$ cat src/cmrd_pkg.sv
// shared constants and types of the change-mask row delta encoder
package cmrd_pkg;

  localparam int unsigned ROW_BYTES_DEF        = 32;
  localparam int unsigned SEGMENT_BYTES_DEF    = 256;
  localparam int unsigned MAX_SAMPLE_BYTES_DEF = 4096;

  // tag byte plus four mask bytes ahead of the changed bytes
  localparam int unsigned HEADER_LEN = 5;
  localparam int unsigned MASK_W     = 32;
  localparam int unsigned COUNT_W    = 6;
  localparam int unsigned SAMPLE_W   = 13;
  localparam int unsigned CFG_AW     = 3;
  localparam int unsigned FIFO_DEPTH = 2;

  localparam logic [SAMPLE_W-1:0] SAMPLE_SIZE_RST = 13'd4096;
  localparam logic [7:0]          TAG_BASE_RST    = 8'd32;

  // register index, taken from paddr[2]
  localparam logic REG_SAMPLE_SIZE = 1'b0;
  localparam logic REG_TAG_BASE    = 1'b1;

  typedef enum logic [1:0] {
    F_CLEAR,
    F_IDLE,
    F_CMP
  } front_state_e;

  typedef struct packed {
    logic [7:0]         tag;
    logic [MASK_W-1:0]  mask;
    logic [COUNT_W-1:0] count;
  } row_desc_t;

  typedef struct packed {
    logic full;
    logic empty;
    logic wr_slot;
    logic rd_slot;
  } fifo_stat_t;

endpackage

$ cat src/cmrd_front.sv
// front end: takes bytes, compares with the reference store, builds row masks
module cmrd_front import cmrd_pkg::*; #(
  parameter int unsigned ROW_BYTES        = ROW_BYTES_DEF,
  parameter int unsigned SEGMENT_BYTES    = SEGMENT_BYTES_DEF,
  parameter int unsigned MAX_SAMPLE_BYTES = MAX_SAMPLE_BYTES_DEF,
  localparam int unsigned PW = $clog2(MAX_SAMPLE_BYTES),
  localparam int unsigned BW = (ROW_BYTES > 1) ? $clog2(ROW_BYTES) : 1
) (
  input  logic                clk_i,
  input  logic                rst_ni,
  input  logic                in_valid_i,
  output logic                in_ready_o,
  input  logic [7:0]          data_byte_i,
  input  logic                frame_start_i,
  input  logic [SAMPLE_W-1:0] sample_size_i,
  input  logic [7:0]          row_tag_base_i,
  input  fifo_stat_t          stat_i,
  output logic                push_o,
  output row_desc_t           desc_o,
  output logic                ref_we_o,
  output logic [PW-1:0]       ref_waddr_o,
  output logic [7:0]          ref_wdata_o,
  output logic                ref_re_o,
  output logic [PW-1:0]       ref_raddr_o,
  input  logic [7:0]          ref_rdata_i,
  output logic                buf_we_o,
  output logic [BW:0]         buf_waddr_o,
  output logic [7:0]          buf_wdata_o
);

  localparam int unsigned RPS = (SEGMENT_BYTES / ROW_BYTES > 0) ?
                                SEGMENT_BYTES / ROW_BYTES : 1;
  localparam int unsigned RW  = (RPS > 1) ? $clog2(RPS) : 1;
  localparam int unsigned EW  = (PW + 1 > SAMPLE_W) ? PW + 1 : SAMPLE_W;

  front_state_e state_q, state_d;

  logic [PW-1:0]      clr_q, clr_d;
  logic [PW-1:0]      pos_q, pos_d;
  logic [BW-1:0]      bit_q, bit_d;
  logic [RW-1:0]      row_q, row_d;
  logic [MASK_W-1:0]  mask_q, mask_d;
  logic [COUNT_W-1:0] count_q, count_d;
  logic [7:0]         byte_q, byte_d;

  logic               accept;
  logic               diff;
  logic               row_end;
  logic [MASK_W-1:0]  mask_new;
  logic [COUNT_W-1:0] count_new;
  logic [PW:0]        pos_inc;
  logic [EW-1:0]      size_ext;
  logic [EW-1:0]      eff_size;

  assign accept  = (state_q == F_IDLE) && !stat_i.full && in_valid_i;
  assign diff    = (ref_rdata_i != byte_q);
  assign row_end = (bit_q == BW'(ROW_BYTES - 1));

  assign mask_new  = diff ? (mask_q | (MASK_W'(1) << bit_q)) : mask_q;
  assign count_new = count_q + COUNT_W'(diff);

  // zero behaves as one, anything above the store depth saturates
  assign size_ext = EW'(sample_size_i);
  assign eff_size = (size_ext == '0) ? EW'(1) :
                    (size_ext > EW'(MAX_SAMPLE_BYTES)) ? EW'(MAX_SAMPLE_BYTES) : size_ext;
  assign pos_inc  = {1'b0, pos_q} + (PW + 1)'(1);

  always_comb begin
    state_d = state_q;
    case (state_q)
      F_CLEAR: begin
        if (clr_q == PW'(MAX_SAMPLE_BYTES - 1)) begin
          state_d = F_IDLE;
        end
      end
      F_IDLE: begin
        if (accept) begin
          state_d = F_CMP;
        end
      end
      F_CMP: begin
        state_d = F_IDLE;
      end
      default: begin
        state_d = F_CLEAR;
      end
    endcase
  end

  always_comb begin
    in_ready_o  = 1'b0;
    ref_we_o    = 1'b0;
    ref_waddr_o = pos_q;
    ref_wdata_o = byte_q;
    ref_re_o    = 1'b0;
    ref_raddr_o = frame_start_i ? '0 : pos_q;
    buf_we_o    = 1'b0;
    push_o      = 1'b0;
    case (state_q)
      F_CLEAR: begin
        ref_we_o    = 1'b1;
        ref_waddr_o = clr_q;
        ref_wdata_o = '0;
      end
      F_IDLE: begin
        in_ready_o = !stat_i.full;
        ref_re_o   = accept;
      end
      F_CMP: begin
        ref_we_o = diff;
        buf_we_o = diff;
        push_o   = row_end;
      end
      default: begin
      end
    endcase
  end

  assign buf_waddr_o = {stat_i.wr_slot, count_q[BW-1:0]};
  assign buf_wdata_o = byte_q;

  assign desc_o.tag   = row_tag_base_i + 8'(row_q);
  assign desc_o.mask  = mask_new;
  assign desc_o.count = count_new;

  always_comb begin
    clr_d   = clr_q;
    pos_d   = pos_q;
    bit_d   = bit_q;
    row_d   = row_q;
    mask_d  = mask_q;
    count_d = count_q;
    byte_d  = byte_q;
    if (state_q == F_CLEAR) begin
      clr_d = clr_q + PW'(1);
    end
    if (accept) begin
      byte_d = data_byte_i;
      // frame start drops any partial row
      if (frame_start_i) begin
        pos_d   = '0;
        bit_d   = '0;
        row_d   = '0;
        mask_d  = '0;
        count_d = '0;
      end
    end
    if (state_q == F_CMP) begin
      pos_d   = (EW'(pos_inc) >= eff_size) ? '0 : pos_inc[PW-1:0];
      mask_d  = mask_new;
      count_d = count_new;
      if (row_end) begin
        bit_d   = '0;
        mask_d  = '0;
        count_d = '0;
        row_d   = (row_q == RW'(RPS - 1)) ? '0 : row_q + RW'(1);
      end else begin
        bit_d = bit_q + BW'(1);
      end
    end
  end

  always_ff @(posedge clk_i or negedge rst_ni) begin
    if (!rst_ni) begin
      state_q <= F_CLEAR;
      clr_q   <= '0;
      pos_q   <= '0;
      bit_q   <= '0;
      row_q   <= '0;
      mask_q  <= '0;
      count_q <= '0;
    end else begin
      state_q <= state_d;
      clr_q   <= clr_d;
      pos_q   <= pos_d;
      bit_q   <= bit_d;
      row_q   <= row_d;
      mask_q  <= mask_d;
      count_q <= count_d;
    end
  end

  always_ff @(posedge clk_i) begin
    byte_q <= byte_d;
  end

endmodule

$ cat config.mk
export PLATFORM = sky130hd
export DESIGN_NAME = cmrd_front
export DESIGN_NICKNAME = d
export VERILOG_FILES = /design/src/cmrd_pkg.sv /design/src/cmrd_front.sv
export SDC_FILE = /design/constraint.sdc
export NUM_CORES = 1
export LEC_CHECK = 0
export BUFFER_PORTS_ARGS = -buffer_cell sky130_fd_sc_hd__buf_2
export CAP_MARGIN = 10
export CORE_AREA = 10 10 97 117
export CTS_BUF_LIST = sky130_fd_sc_hd__clkbuf_2 sky130_fd_sc_hd__clkbuf_4 sky130_fd_sc_hd__clkbuf_8
export CTS_CLUSTER_DIAMETER = 30
export DETAILED_ROUTE_END_ITERATION = 16
export DIE_AREA = 0 0 107 127
export MAX_ROUTING_LAYER = met4
export PLACE_DENSITY = 0.88
export SLEW_MARGIN = 20
export SYNTH_ARGS = -nofsm -noshare
export SYNTH_HDL_FRONTEND = slang
export SYNTH_SLANG_ARGS = --single-unit
$ cat constraint.sdc
create_clock -name clk_i -period 5.5 [get_ports clk_i]
set_input_delay 0.275 -clock clk_i [delete_from_list [all_inputs] [get_ports clk_i]]
set_output_delay 0.275 -clock clk_i [all_outputs]
set_load 0.03 [all_outputs]
==> out/summary.md, run 1 <==
The clock reaches the later pin of the worst-skew pair after 360 ps. The share of post-route cells with drive strength above 1 came out at 32.3%. The H-tree generated during clock tree synthesis spans 3 levels.

The final-report setup violation count was 0; the initial antenna violation count was 0. For the worst setup path, the data arrival time is 3460 ps. Yosys mapped a number of flops with a built-in enable equal to 8. The least setup slack across all paths after layout was 2280 ps. Walking the worst path, the cells encountered are ha_1 -> and4_1 -> and4_1 -> and3_1 -> xnor2_1 -> inv_1 -> ha_1 -> nand4_1 -> a211o_1 -> o221ai_2 -> mux2i_1 -> o21a_1.

Buffers inserted to repair hold after CTS numbered 0. Across all register-to-register paths, the minimum setup slack is 2280 ps. For this run, the total global-route usage over all layers was measured as 19.0%. The tools report the total number of nets in the final design as 698. Largest family of logic cells by synthesized area: simple AND/OR/NAND/NOR gates.

Number of gates given a new drive strength after cts: 0. The buffer levels on the longest clock path came out at 2. For the number of global-route vias before repair, the log shows 4208. The xor and xnor fraction of the mapped netlist area was 6.83%; the largest incremental delay on the critical path was 480 ps. The final setup skew is 10.4 ps. The post-detailed-route DRC marker count was 0; the area growth from synthesis to layout was 17.9%. Fill cells in the final layout number 835.

The number of violations of the max-capacitance limit was 0. The floorplan has 39 rows. The max-slew violation count was 0; the largest fanout of any net on the critical path was 12. VDD sags by at most 0.000277 V.

For the sequential cell area, the log shows 0.00204 mm². Number of cell instances on the worst register-to-register path: 12. Setup repair after global routing left no endpoint under its margin. Startpoint kind of the worst setup timing path: a register. The flow ran to the end, and the final reports show no timing, DRC or antenna violations. The setup slack at placement came out at 2310 ps.

Sequential elements use 41.9% of the synthesized area. In this run the cell area of the synthesized design comes to 0.00487 mm². Summing the areas of all fa, ha and maj instances in the mapped netlist gives 7.85% of the synthesized area.

The via-per-instance ratio came out at 5.43. The tools report the post-detailed-placement half-perimeter wirelength as 9650 µm. In the layout the commonest cells are 137 x sky130_fd_sc_hd__buf_2, 91 x sky130_fd_sc_hd__nand2_1, 72 x sky130_fd_sc_hd__dfrtp_1. Data required time of the critical path: 5750 ps. After Yosys synthesis, and, or, nand and nor cells account for 19.3% of the synthesized area.

The post-synth net total is 574, and the count of nets left with antenna violations after detail routing is 0. Leaving out fill and tap cells, the most frequent cell in the layout is sky130_fd_sc_hd__buf_2. The buffers inserted during post-CTS setup optimization is 0. Summed over all layers, the global routing overflow is 0. Shortest clock period the worst path allows after layout: 3220 ps. The number of unique standard cell types used by synthesis is 55. For hold timing, the worst endpoint is buf_wdata_o[5]. The pre-antenna-repair detailed-routing pass consisted of 4 iterations. The startpoint identified for the worst register-to-register timing path is pos_q[0]. The tools report the category of the worst setup path capture point as a register.

Vias after detailed routing: 4076. At the pin with the least slew margin, the transition time is 896 ps. Once the floorplan was initialized, standard cells occupied 53.1% of the core. Clock tree synthesis found a total of 80 sinks. The number of hold violations in the final report is 0, and the post-synthesis compound-gate area fraction is 16.0%. The class of the most critical setup path was register to register. For this design the top-level I/O count stands at 142. The most used flip-flop cell after synthesis is sky130_fd_sc_hd__dfrtp_1. The multi-input logic area was 0.00260 mm². For the count of synthesis-stage warnings from yosys, the log shows 0. The die width is 107 µm. The synthesized flop and latch total is 80. In this run the standard cell core region covers 0.00917 mm². Setup total negative slack on the finished layout was measured at 0 ps. In this run, CTS created clock tree buffers numbering 9. The root buffer cell chosen for the clock tree is sky130_fd_sc_hd__clkbuf_8. Synthesis produced 499 cells.

Fraction of synthesized area in multiplexers: 3.21%. The floorplan step set the die height to 127 µm. Entering global routing, the biggest net connects 73 pins.

A synthesized cell averages 9.77 µm². In the synthesized netlist the async set-or-reset flop fraction comes to 90.0%. Of the available clock period, the critical path in the final layout requires 58.5%. The min-delay analysis places its worst path in the category input port to register. For this design the ratio of total power to cell area is 379 mW/mm². TritonCTS built the clock tree. The logs give 751 for the final cell count without fillers and 0 for the antenna cell count.

The die covers 0.0136 mm². In this run the static leakage power is 0.00299 µW. The cell family with the largest share of critical-path delay is compound AO/OA/AOI/OAI gates. Final instance area: 0.00575 mm². Initial detailed-routing violation count: 176.

The logs give 0.00556 mm² for the placed cell area and 12400 µm for the total wirelength of the detailed-routed design. After clock tree synthesis, the clock-pin slew on the worst setup and hold paths is 90 ps. In the final routed layout, each cell accounts on average for 16.5 µm. The cell depth of the worst hold path came out at 1. Max-slew headroom at the worst pin: 40.3%. The final estimated routing congestion in global placement came out at 0.892. In this run the most critical hold path is launched from data_byte_i[5]. The tools report the worst reg2reg path endpoint as pos_q[0]. The quantity of I/O buffers inserted on ports works out to 137. The first global-routing pass estimated 20500 µm of wire. The highest-delay cell along the critical path is sky130_fd_sc_hd__dfrtp_1. Based on the critical path, the design can be clocked at up to 311 MHz. The number of buffer and inverter stages on the critical path came out at 1. After detailed placement, the design holds a cell count of 735.
how the worst max path moves through the flow:
| stage | endpoint | slack, ps | startpoint | cells after the start |
|---|---|---|---|---|
| floorplan | pos_q[2] | 2690 | pos_q[0] | 13 |
| global placement | pos_q[0] | 2350 | pos_q[0] | 12 |
| detailed placement | pos_q[0] | 2310 | pos_q[0] | 12 |
| CTS | pos_q[0] | 2300 | pos_q[0] | 12 |
| finish | pos_q[0] | 2280 | pos_q[0] | 12 |
| global route | pos_q[5] | 2060 | pos_q[0] | 12 |
layer usage:
metal	vias up	part of all wire (%)	wire length, µm	GRT usage (%)
met5	-	0	0	-
met4	0	2.6	316	7.98
met3	27	5.3	655	3.82
met2	131	52	6440	32.3
met1	1957	40	4960	21.4
li1	1961	-	-	-
metrics by stage:
stage / power (µW) / hold slack (ps) / utilization, %
3_3_place_gp: 1750 / 453 / 60.6
2_1_floorplan: 1520 / -20.6 / -
4_1_cts: 2200 / 74.3 / 62.6
3_5_place_dp: 1790 / 454 / 60.6
6_report: 2180 / 89.5 / 62.7
5_1_grt: 2320 / 62.7 / 62.7
synthesized netlist by cell type, drive strengths merged, types with 7 or more instances:
master / count / share of area (%)
a21oi: 8 / 0.90
nand3: 18 / 2.1
nand2: 94 / 7.4
nor2: 11 / 0.90
o21bai: 32 / 5.7
nand2b: 11 / 1.6
inv: 18 / 1.4
dfrtp: 72 / 37
mux2: 13 / 3.0
edfxtp: 8 / 4.9
a22o: 7 / 1.3
xnor2: 22 / 4.0
ha: 29 / 7.4
xor2: 16 / 2.9
buf: 20 / 3.1
o21ai: 45 / 5.4
nor2b: 23 / 3.0
flip-flops by register name, summed over array words and instances, names as in the netlist:
| name | count |
|---|---|
| mask_q | 32 |
| buf_wdata_o | 8 |
| pos_q | 12 |
| bit_q | 5 |
| clr_q | 12 |
| count_q | 6 |
| state_q | 2 |
| row_q | 3 |
cells by family after synthesis:
kind of cell	after synthesis
buffers and inverters	44
AOI/OAI and AO/OA	108
DFF	80
xor gates and xnor gates	38
adders and majority gates	30
and+or+nand+nor	185
muxes	14
where the power goes:
group | total, µW | switching (µW) | internal (µW)
clock network | 409 | 227 | 182
registers | 803 | 115 | 688
logic | 968 | 645 | 324
total | 2180 | 987 | 1190
cell type report:
type,instances,area share [%]
clock inverters,6,0.892
clock buffers,10,2.39
flip-flops and latches,80,35.5
multi-input cells,375,45.2
repair buffers,139,12.2
well taps,123,2.68
inverters,18,1.18
Note: power is estimated with default switching activity, not from simulation.
==> run 2, diff against run 1 <==
Settings changed: ABC_AREA from default to 1, CORE_AREA 10 10 97 117 to 10 10 106 127, DIE_AREA 0 0 107 127 to 0 0 116 137, PLACE_DENSITY 0.88 to 0.83.
Clock period 5.5 ns to 2.9 ns, I/O delays scaled along.
==> run 2 against run 1 <==
Net effect:
- die area increased by 17%
- critical path depth unchanged
- clock power increased by 150%
- first-iteration DRC count increased by 49%
- clock skew increased by 3.3 ps
- wire length increased by 19%
- via count increased by 26%
- highest routed layer unchanged
==> out/summary.md, run 2 <==
The run finished with clean final reports. The logs give 14800 µm for the total wirelength of the detailed-routed design and 0.00269 mm² for the multi-input logic area. The initial utilization of the core area, before any placement, comes to 48.9%. The placed cell area came out at 0.00606 mm². Sequential cells were found to cover 38.2% of the synthesized design area.

In the final routed layout, each cell accounts on average for 14.8 µm. The synthesized flop and latch total was 80. Via-per-instance ratio: 5.15. Among all flip-flop cells after synthesis, the most frequent one is sky130_fd_sc_hd__dfrtp_1. Setup repair after global routing left no endpoint under its margin. For the setup slack of the most critical reg-to-reg path, the log shows 380 ps. The critical path in this run is classified as register to register. The reg-to-reg critical path startpoint is pos_q[2].

In the post-synthesis netlist, the biggest area contributors are sky130_fd_sc_hd__dfrtp_1 34%, sky130_fd_sc_hd__nand2_1 11%, sky130_fd_sc_hd__inv_1 7.7%. The synthesized design spends more area on one cell type than any other, namely sky130_fd_sc_hd__dfrtp_1. The core region is 0.0109 mm².

Clock-pin slew was measured on the worst setup and hold paths at 90 ps. The logs give 0 for the max-slew violation count and 80 for the number of sinks handled by clock tree synthesis. The worst setup path is captured at a register. For the final database, setup skew stands at 13.6 ps. In the layout the commonest cells are 161 x sky130_fd_sc_hd__nand2_1, 137 x sky130_fd_sc_hd__buf_2, 110 x sky130_fd_sc_hd__inv_1. The clock reaches the later pin of the worst-skew pair after 360 ps. For the highest clock rate, the log shows 396 MHz.

The worst setup path is launched from a register. In the final layout, the registers with the most flip-flops are mask_q (32), clr_q (12), pos_q (12). The final-report setup violation count came out at 0.

The number of cell instances on the worst register-to-register path is 12. The power per unit of standard cell area works out to 874 mW/mm². CTS built an H-tree with a depth of 3. The wire length of the first global-routing pass is 24100 µm. Following the worst setup path forward leads to its endpoint at pos_q[1]. For the maximum number of pins on one net before global-route repair, the log shows 73. By count the netlist is led by 161 x sky130_fd_sc_hd__nand2_1, 110 x sky130_fd_sc_hd__inv_1, 78 x sky130_fd_sc_hd__nor2_1. Detailed routing inserted a total of 5134 vias. The signal arrival time at the worst endpoint was 2800 ps. 0 antenna diodes ended up in the layout. Cell at the root of the clock tree: sky130_fd_sc_hd__clkbuf_8. For the synthesized area, the log shows 0.00534 mm². Synthesis produced a netlist whose cell count is 730. The post-detailed-route DRC marker count was 0; the number of global-route vias before repair was 5087. The final instance area came out at 0.00639 mm². The final layout contains 935 nets. Of the cells placed in the final design, the portion with a size suffix greater than 1 is 19.7%. In this run the tightest slew margin relative to its limit is 39.2%. In the synthesized netlist the async set-or-reset flop fraction comes to 90.0%. The register bank with the most flops was mask_q. The library cell used most frequently in the layout, excluding fill and tap cells, is sky130_fd_sc_hd__nand2_1. The floorplan step defined a die boundary enclosing 0.0159 mm². Number of placement rows: 42. During synthesis, Yosys emitted a total of 0 warnings. Tracing the worst setup path back leads to its startpoint at pos_q[2]. In this run, CTS created clock tree buffers numbering 9. TritonCTS built the clock tree. During placement, the flow inserted port buffers numbering 137. The most common cell in the synthesized netlist is sky130_fd_sc_hd__nand2_1. The worst path uses 87.0% of the clock period.

The number of unique standard cell types used by synthesis was 34; the total negative slack was 0 ps. The path class of the tightest hold or removal check is input port to asynchronous set/reset pin. The logs give 0 for the count of nets left with antenna violations after detail routing and 805 for the post-synth net total. The initial antenna violation count was 0; the total global routing overflow was 0. The slew at the pin closest to its max-slew limit is 912 ps.

VDD sags by at most 0.000862 V. The post-detailed-placement half-perimeter wirelength was 11100 µm. The run gives 0 as the number of violations of the max-capacitance limit.

The run gives 3170 ps as the data required time of the critical path. Counting the fill cells in the layout gives 1007. The number of ports placed on the die boundary is 142, and the vertical die dimension is 137 µm. The tightest hold path in the finished design has a slack of 8.76 ps. The run gives 0 as the number of hold violations in the final report. Counting I/O delays and the setup requirement, the final critical path takes 2520 ps. The initial detailed-routing violation count is 262, and the area growth from synthesis to layout is 19.5%. Global routing consumed, over all layers together, 19.3% of the routing resources. For this run, the detailed router's first-pass iteration total came to 7. The logs give 0.00358 µW for the static power due to leakage and 2 for the buffer levels on the longest clock path. The mean instance size in the synthesized netlist is 7.32 µm², and the final estimated routing congestion in global placement is 0.930. Across the whole layout, storage elements account for 0.00204 mm². The flip-flop count of the largest register, all copies and words added came out at 32. The largest fanout of any net on the critical path was 12. Area share of the largest cell type after synthesis: 33.7%. The synthesized design contains 8 enable-type register cells. The floorplan step set the die width to 116 µm. The worst reg2reg path endpoint was pos_q[1].
-- run 2: cell types whose count changed after synthesis, sizes merged, moves of 7 or more --
| cell | before | now |
|---|---|---|
| inv | 18 | 112 |
| nor2 | 11 | 81 |
| nand2 | 94 | 163 |
| o21bai | 32 | 0 |
| nand3 | 18 | 46 |
| and2 | 2 | 29 |
| nor2b | 23 | 0 |
| a21oi | 8 | 24 |
| o21ai | 45 | 60 |
| nor3 | 3 | 17 |
| mux2 | 13 | 0 |
| nand2b | 11 | 0 |
| xnor2 | 22 | 13 |
| clkbuf | 6 | 13 |
-- run 2: critical path: stages, from the launching register on --
cell                      delay, ps
sky130_fd_sc_hd__dfrtp_1        470
sky130_fd_sc_hd__nand2_1         80
sky130_fd_sc_hd__nor2_1         300
sky130_fd_sc_hd__nand3_1        150
sky130_fd_sc_hd__nor4_1         230
sky130_fd_sc_hd__ha_1           300
sky130_fd_sc_hd__nand2_1         70
sky130_fd_sc_hd__inv_1           60
sky130_fd_sc_hd__nand3_1         90
sky130_fd_sc_hd__nor2_1          60
sky130_fd_sc_hd__nand2_1        330
sky130_fd_sc_hd__nand3_1        140
sky130_fd_sc_hd__a21oi_1        160
-- run 2: repair_timing --
action,in CTS,in global routing
endpoints found under the hold margin,8,0
gates resized for setup,0,0
setup buffers,0,0
hold buffers,8,0
-- run 2: cells by family (layout without fill, tap and decap cells) --
kind of cell    after synthesis  in the layout  synth area share (%)
fa+ha+maj                    30             30                  7.17
flops                        80             80                  38.2
compound gates               92             92                  9.09
buf+inv                     146            281                  11.4
simple gates                351            351                  29.0
xor+xnor                     31             31                  5.08
-- run 2: cell type report --
type / instances / share of cell area (%)
inverter: 112 / 6.58
timing repair buffer: 153 / 12.9
clock inverter: 7 / 1.84
multi-input combinational: 504 / 42.1
sequential: 80 / 32.0
tap: 132 / 2.59
clock buffer: 9 / 1.94
-- run 2: power by group --
group	total, µW	internal [µW]	switching, µW
Combinational	2910	856	2050
Sequential	1670	1350	315
Clock	1010	572	433
Total	5580	2780	2800
-- run 2: worst min path at each step --
stage,from,to,slack (ps),cells past startpoint
global route,rst_ni,mask_q[1],70,2
detailed placement,stat_i[1],buf_waddr_o[5],290,0
finish,rst_ni,mask_q[1],9,2
floorplan,rst_ni,bit_q[0],-150,0
global placement,stat_i[1],buf_waddr_o[5],290,0
CTS,rst_ni,mask_q[1],30,2
-- run 2: stage by stage --
stage / std cells / total power [µW] / utilization (%) / setup WS [ps]
after floorplan: 730 / 3770 / - / 532
after global placement: 973 / 4520 / 55.5 / 463
after detailed placement: 973 / 4570 / 55.5 / 468
after CTS: 997 / 5600 / 58.4 / 440
after global routing: 997 / 6010 / 58.4 / 126
final: 997 / 5580 / 58.4 / 378
-- run 2: routing by layer --
layer	global-route usage [%]	routed length, µm
met5	-	0
met4	7.38	301
met3	3.46	909
met2	33.3	7610
met1	21.8	5930
